===== src/rtl/bfa_ffz.sv =====
`default_nettype none

module bfa_ffz #(
	parameter int WORD_BITS = 32,
	parameter int BP_W      = 5,
	parameter int AV_W      = 6
) (
	input  wire logic [WORD_BITS-1:0] word,
	input  wire logic [AV_W-1:0]      avail,
	output logic                      found,
	output logic      [BP_W-1:0]      pos,
	output logic      [WORD_BITS-1:0] onehot
);

	logic [WORD_BITS-1:0] valid;
	logic [WORD_BITS-1:0] free_bits;

	// mark bits that lie below the pool count
	always_comb begin
		for (int j = 0; j < WORD_BITS; j++) begin
			valid[j] = (AV_W'(j) < avail);
		end
	end

	// isolate the lowest clear bit
	assign free_bits = ~word & valid;
	assign onehot    = free_bits & (~free_bits + WORD_BITS'(1));
	assign found     = |free_bits;

	// encode the isolated bit
	always_comb begin
		pos = '0;
		for (int j = 0; j < WORD_BITS; j++) begin
			if (onehot[j]) begin
				pos = pos | BP_W'(j);
			end
		end
	end

endmodule

`default_nettype wire


===== config.mk =====
export PLATFORM = sky130hd
export DESIGN_NAME = bfa_ffz
export DESIGN_NICKNAME = d
export VERILOG_FILES = /design/src/rtl/bfa_ffz.sv
export SDC_FILE = /design/constraint.sdc
export NUM_CORES = 1
export LEC_CHECK = 0
export ABC_AREA = 1
export BUFFER_PORTS_ARGS = -buffer_cell sky130_fd_sc_hd__buf_2
export CAP_MARGIN = 5
export CELL_PAD_IN_SITES_DETAIL_PLACEMENT = 1
export CELL_PAD_IN_SITES_GLOBAL_PLACEMENT = 2
export CORE_AREA = 2 2 92 94
export DETAILED_ROUTE_END_ITERATION = 16
export DIE_AREA = 0 0 94 96
export MAX_ROUTING_LAYER = met4
export PLACE_DENSITY = 0.82
export SLEW_MARGIN = 25
export SYNTH_ARGS = -nofsm -noshare
export SYNTH_HDL_FRONTEND = slang
export SYNTH_SLANG_ARGS = --single-unit

===== constraint.sdc =====
create_clock -name vclk -period 2.8
set_input_delay 0.56 -clock vclk [all_inputs]
set_output_delay 0.56 -clock vclk [all_outputs]
set_load 0.005 [all_outputs]

==> out/results.txt <==
Placeable Area = 8050 µm²
GPL Wtd Cong = 0.885
Post-CTS Hold Buffers = 0
Setup-failing EPs final = 16
worst path required time = 2240 ps
cell area after synthesis = 1630 µm²
Initial Util = 0.203
via/cell ratio = 4.58
CP arrival = 2430 ps
status = finished, violations left
slew margin rel. = 0.808
DRT iter0 DRCs = 112
Tmin final = 2990 ps
Die X = 94 µm
Crit Path Category = input pin to output pin
die footprint = 9020 µm²
Hold Path Stages = 5
hold_ws = 1530 ps
syn avg cell area = 4.66 µm²
slew at the pin with the worst max-slew slack = 286 ps
fraction of layout instances using a drive strength above 1 = 0.517
share of Yosys cell area claimed by the top area cell type = 0.214
GR Overflow Total = 0
met3 wire len = 211 µm
Pins Over Slew Limit = 0
Row Count = 33
Area contributors post-synth = nand2_1 21%, nand3_1 15%, inv_1 14%
Leak Pwr = 2.03 nW
CP Capture Type = output pin
VDD IR max = 0.0451 mV
total track usage = 0.199
Vias = 2911
DR top layer = met4
number of max-cap violations = 0
Routed WL = 9060 µm
met1 WL = 3750 µm
Peak Freq = 334 MHz
DP Wirelength = 7360 µm
Antenna Violating Nets Remaining = 0
Final Power = 392 µW
1st-pass router iterations = 4
Placed Area = 2840 µm²
Synth Instances = 350
I/O Buffers = 76
Remaining DRCs = 0
# fillers = 1125
CLK BUF = 0
power per cell area = 118 nW/µm²
Worst Setup Start Kind = input pin
Routed wire per std cell = 14.3 µm
register area = 0 µm²
vias in the first global route = 3012
Seq/Total Area, Yosys = 0
Synth Net Count = 388
RSZ-0062 raised after global routing = yes
Synth cell types = 24
routed wl met2 = 5050 µm
Yosys top cell by area = nand2_1
# IOs = 76
post-route design area = 3320 µm²
Fin. Hold Viols = 0
ANT cells = 0
failing checks = negative setup slack
post-route worst setup slack = -194 ps
Synth Warn # = 0
Die Ht = 96 µm
nets@finish = 570
Hold Path Class = input pin to output pin
first-pass GRT wire length = 14100 µm
seq_cells = 0
pin count of the biggest net entering global routing = 24
period utilization = 1.07
Area Overhead vs Synth = 104%
highest net fanout along the worst path = 6
initial antenna violation count = 0
-- per-layer routing --
layer,track usage,up-vias
met3,0.00470,6
met2,0.403,56
met4,0.0121,0
li1,-,1468
met5,-,-
met1,0.227,1381
-- area by class of cell --
type / count / area [µm²] / share of cell area
multi-input combinational: 279 / 1680 / 0.505
tap: 105 / 131 / 0.0396
inverter: 69 / 263 / 0.0791
timing repair buffer: 182 / 1250 / 0.376
-- logic make-up after synthesis --
family / Yosys count / share of synthesized area
simple gates: 260 / 0.752
buf+inv: 71 / 0.170
compound gates: 19 / 0.0782
-- final timing paths --
| check | startpoint | endpoint | slack [ps] |
|---|---|---|---|
| setup / recovery | avail[3] | pos[4] | -190 |
| hold / removal | word[1] | onehot[1] | 1530 |
-- per-stage QoR --
step / instances / utilization / setup slack (ps) / setup TNS [ps]
final: 635 / 0.412 / -194 / -1340
after floorplan: 350 / - / 340 / 0
after global placement: 622 / 0.352 / -264 / -2210
after detailed placement: 622 / 0.352 / -314 / -3140
after global routing: 635 / 0.412 / -341 / -4520
after CTS: 630 / 0.384 / -139 / -1000
-- Yosys cell counts (2+ instances only) --
master and n:
inv_1 63, a21oi_1 10, nand3b_1 8, or2_1 2, nor3_1 11, o21ai_1 4
nor2_2 8, o21bai_2 2, nor3_2 3, nand2_1 93, nand2_2 4, nand4_1 11
inv_2 6, nand3_1 49, nor2_4 7, nor2_1 61
-- power by group --
| group | switching (mW) | total (mW) | leakage [nW] | internal, mW |
|---|---|---|---|---|
| sequential | 0 | 0 | 0 | 0 |
| clock | 0 | 0 | 0 | 0 |
| combinational | 0.218 | 0.392 | 2.03 | 0.174 |
| total | 0.218 | 0.392 | 2.03 | 0.174 |
-- layout by cell type (no fill, tap or decap) --
| master | n |
|---|---|
| a21oi_1 | 9 |
| a21oi_2 | 1 |
| buf_12 | 3 |
| buf_2 | 72 |
| buf_4 | 100 |
| buf_6 | 7 |
| clkinvlp_4 | 1 |
| inv_1 | 61 |
| inv_2 | 7 |
| nand2_1 | 66 |
| nand2_2 | 29 |
| nand2_4 | 2 |
| nand3_1 | 38 |
| nand3_2 | 10 |
| nand3_4 | 2 |
| nand3b_1 | 8 |
| nand4_1 | 11 |
| nor2_1 | 47 |
| nor2_2 | 8 |
| nor2_4 | 21 |
| nor3_1 | 9 |
| nor3_2 | 2 |
| nor3_4 | 3 |
| nor4_4 | 1 |
| o211ai_1 | 1 |
| o21ai_1 | 4 |
| o21ai_4 | 1 |
| o21bai_4 | 3 |
| or2_1 | 2 |
| or2_2 | 1 |
-- critical path, stage by stage --
cell and delay, ps:
buf_6 120, nor2_4 220, buf_4 170, a21oi_1 70, nand2_2 120, nand2_1 120, nor2_4 160, nand2_2 100
nor2_4 140, nand2_1 90, or2_1 250, nand2_1 90, nor2_1 50, nand2_1 70, buf_2 110
-- timing repair --
item,in CTS,in global routing
endpoints found under the setup margin,24,28
pin swaps,17,10
gates cloned,0,0
gates resized for setup,50,43
buffers inserted,8,5
Note: power is estimated with default switching activity, not from simulation.
