[config.mk]
export PLATFORM = sky130hd
export DESIGN_NAME = bfa_regs
export DESIGN_NICKNAME = d
export VERILOG_FILES = /design/src/rtl/bfa_pkg.sv /design/src/rtl/bfa_regs.sv
export SDC_FILE = /design/constraint.sdc
export NUM_CORES = 1
export LEC_CHECK = 0
export ABC_AREA = 1
export BUFFER_PORTS_ARGS = -buffer_cell sky130_fd_sc_hd__buf_2
export CAP_MARGIN = 20
export CORE_MARGIN = 10
export CORE_UTILIZATION = 46
export DETAILED_ROUTE_END_ITERATION = 6
export MAX_ROUTING_LAYER = met4
export PLACE_DENSITY = 0.76
export RECOVER_POWER = 25
export SETUP_SLACK_MARGIN = 0.4
export SLEW_MARGIN = 25
export SYNTH_ARGS = -nofsm -noshare
export SYNTH_HDL_FRONTEND = slang
export SYNTH_SLANG_ARGS = --single-unit
[constraint.sdc]
create_clock -name clk -period 0.9 [get_ports clk]
set_input_delay 0.045 -clock clk [delete_from_list [all_inputs] [get_ports clk]]
set_output_delay 0.045 -clock clk [all_outputs]
set_load 0.02 [all_outputs]
[src/rtl/bfa_pkg.sv]
`default_nettype none

package bfa_pkg;

	// default pool geometry
	localparam int DATA_CAPACITY_DEF  = 4096;
	localparam int INODE_CAPACITY_DEF = 1024;
	localparam int WORD_BITS_DEF      = 32;

	// register file
	localparam int CFG_ADDR_W = 4;
	localparam int CFG_DATA_W = 32;

	localparam logic [1:0] REG_DATA_COUNT  = 2'd0;
	localparam logic [1:0] REG_INODE_COUNT = 2'd1;
	localparam logic [1:0] REG_DATA_BASE   = 2'd2;

	localparam logic [12:0] DATA_COUNT_RST  = 13'd4096;
	localparam logic [10:0] INODE_COUNT_RST = 11'd1024;
	localparam logic [31:0] DATA_BASE_RST   = 32'd0;

	// request codes
	localparam logic MODE_ALLOC = 1'b0;
	localparam logic MODE_FREE  = 1'b1;
	localparam logic POOL_DATA  = 1'b0;
	localparam logic POOL_INODE = 1'b1;

	typedef enum logic [1:0] {
		ST_OK    = 2'd0,
		ST_FULL  = 2'd1,
		ST_RANGE = 2'd2
	} status_t;

	typedef struct packed {
		logic        mode;
		logic        pool;
		logic [31:0] number;
	} req_t;

	typedef struct packed {
		logic [31:0] granted;
		status_t     status;
	} rsp_t;

	typedef struct packed {
		logic [12:0] data_count;
		logic [10:0] inode_count;
		logic [31:0] data_base;
	} cfg_t;

endpackage

`default_nettype wire

[src/rtl/bfa_regs.sv]
`default_nettype none

module bfa_regs (
	input  wire logic                           clk,
	input  wire logic                           arst_n,
	input  wire logic                           psel,
	input  wire logic                           penable,
	input  wire logic                           pwrite,
	input  wire logic [bfa_pkg::CFG_ADDR_W-1:0] paddr,
	input  wire logic [bfa_pkg::CFG_DATA_W-1:0] pwdata,
	output logic      [bfa_pkg::CFG_DATA_W-1:0] prdata,
	output logic                                pready,
	output bfa_pkg::cfg_t                       cfg
);

	import bfa_pkg::*;

	logic [1:0] idx;
	logic       wr;

	assign pready = 1'b1;
	assign idx    = paddr[3:2];
	assign wr     = psel & penable & pwrite & pready;

	// register writes
	always_ff @(posedge clk or negedge arst_n) begin
		if (!arst_n) begin
			cfg.data_count  <= DATA_COUNT_RST;
			cfg.inode_count <= INODE_COUNT_RST;
			cfg.data_base   <= DATA_BASE_RST;
		end else if (wr) begin
			case (idx)
				REG_DATA_COUNT:  cfg.data_count  <= pwdata[12:0];
				REG_INODE_COUNT: cfg.inode_count <= pwdata[10:0];
				REG_DATA_BASE:   cfg.data_base   <= pwdata;
				default: ;
			endcase
		end
	end

	// read back
	always_comb begin
		case (idx)
			REG_DATA_COUNT:  prdata = CFG_DATA_W'(cfg.data_count);
			REG_INODE_COUNT: prdata = CFG_DATA_W'(cfg.inode_count);
			REG_DATA_BASE:   prdata = cfg.data_base;
			default:         prdata = '0;
		endcase
	end

endmodule

`default_nettype wire

==> metrics.yaml <==
layout_common_cells: "160 x nand2_1, 124 x buf_6, 54 x dfrtp_2, 50 x nand2_2, 38 x buf_2"
cts_tree: "done"
netlist_instances: 347
numCtsBuffers: 5
wl_per_cell_um: 20.0
power_w: 0.00994
synth_nets: 388
status: "finished, violations left"
die_w_um: 95.1
insertion_delay_ns: 0.31
drc: 0
rsz0062_at_grt: "true"
peakVddDrop_v: 0.00130
io_buffers: 126
critPathLaunch: "cfg[55]"
ff_latch_area_um2: 1470
path_clk_slew_ns: 0.10
power.leakage_nw: 2.51
fin_nets: 559
first_pass_iters: 5
hold_viol: 101
dp_hpwl_um: 6270
multiInputGateArea_um2: 1380
n_antenna_cell: 0
cts.htree.levels: 2
yosys_warnings: 0
path_depth: 3
r2r_setup_slack_ns: -0.06
rr_endpoint: "cfg[55]"
grt_antenna_before_repair: 0
max_cap_violations: 0
end_kind: "output port"
crit_end: "prdata[12]"
rows: 27
finalCritPeriodShare_pct: 131
cts_root_buffer: "clkbuf_8"
drt_wl_total_um: 11800
synthesis.area_um2: 2590
grt_pass1_wl_um: 15100
viasPerCell: 5.27
ys_ff_latch: 56
cp_max_fo: 3
grt_max_degree: 57
syn2layout_area_growth_pct: 89.9
worstReg2RegStart: "cfg[55]"
cp_cell_sequence: "nand2_2, nand2_2, buf_6"
required_ns: 0.85
hold_slack_ns: -0.0852
critPathKind: "reg -> out"
critPathMaxStageDelay_ns: 0.58
final_common_cell: "nand2_1"
setup_violations: 89
die_h_um: 95.1
top_register: "cfg"
worst-path-buf-inv: 1
drt_iter0_drc: 161
relSlewSlack_pct: 48.5
antenna_left: 0
synth.distinct_cells: 15
ys_seq_area_share_pct: 54.2
vias: 3114
initial_core_util_pct: 47.4
place_congestion: 0.782
setup_slack_ns: -0.275
reg2regPathDepth: 4
coreArea_um2: 5470
clock-sinks: 56
grt_pass1_vias: 2970
fin_worst_skew_ns: 0
powerDensity_nw_per_um2: 2020
cp_slowest_cell: "dfstp_2"
avgSynthCellArea_um2: 7.47
fill_cells: 239
fmax_ghz: 0.851
dieArea_um2: 9040
layout-drive-gt1-share_pct: 68.2
reg_top3: "cfg (56)"
cp.arrival_ns: 1.13
largest_reg_flops: 56
pre_cts_ws_ns: -0.138
crit_path_start_kind: "register"
violations: "negative hold slack, negative setup slack"
grt-ovfl-total: 0
hp-class: "in -> async"
timing.critical_path.mode_cell: "nand2_2"
ioPinCount: 130
cts_buffer_depth: 2
worstMarginPinSlew_ns: 0.773
grt_usage_pct: 21.8
fin_crit_ns: 1.17
drv_slew: 0
cpLargestDelayFamily: "flip-flops"
-- cells by family after synthesis --
logic type / synth area share [%]
AND/OR/NAND/NOR: 37.7
flip-flops: 54.2
buffers and inverters: 7.96
other: 0.145
-- synth_stat cells, drive strengths merged --
| cell type | number | area [µm²] |
|---|---|---|
| inv | 24 | 90.1 |
| dfstp | 2 | 52.6 |
| buf | 16 | 116 |
| conb | 1 | 3.75 |
| nand2 | 214 | 813 |
| dfrtp | 54 | 1350 |
| nor2 | 24 | 105 |
| nand3 | 12 | 60.1 |
-- worst min path at each step --
stage	end	depth (start not counted)	startpoint
after floorplan	cfg[0]	0	arst_n
after global placement	cfg[13]	2	arst_n
after detailed placement	cfg[15]	2	arst_n
after CTS	cfg[38]	2	arst_n
after global routing	cfg[21]	3	pwdata[21]
final	cfg[15]	2	arst_n
-- layer usage --
| metal | vias up | GRT usage [%] | wire length, µm | share of wire [%] |
|---|---|---|---|---|
| met5 | - | - | 0 | 0 |
| met3 | 39 | 4.56 | 1240 | 10 |
| li1 | 1368 | - | - | - |
| met1 | 1493 | 25.7 | 4280 | 36 |
| met4 | 0 | 4.24 | 344 | 2.9 |
| met2 | 214 | 37.7 | 5980 | 50 |
-- through the flow --
stage	utilization, %	hold slack, ns	TNS, ns	instances	instance area (µm²)
detailed placement	67.5	0.0694	-5.91	543	3690
floorplan	-	-0.251	0	347	2960
CTS	83.6	-0.272	-8.19	568	4570
finish	89.9	-0.0852	-10.67	591	4920
global route	89.9	-0.0652	-12.64	591	4920
global placement	67.5	0.0672	-4.66	543	3690
-- where the power goes --
part / leakage (nW) / switching, W / internal [W]
sequential: 0.638 / 0.000692 / 0.00314
clock: 0.0516 / 0.000852 / 0.000632
combinational: 1.82 / 0.00231 / 0.00231
-- layout make-up --
type	count	share of cell area [%]
clock buffers	6	1.68
clock inverters	2	0.280
inverters	24	2.16
multi-input cells	252	28.1
flip-flops and latches	56	29.9
well taps	72	1.83
repair buffers	179	36.1
-- repair_timing --
item / in CTS / in global routing
hold endpoints to repair: 112 / 97
gates cloned: 0 / 1
resized for setup: 210 / 53
pin swaps: 11 / 20
setup endpoints to repair: 144 / 144
buffers inserted: 17 / 22
Power figures use the tool's default switching activity.
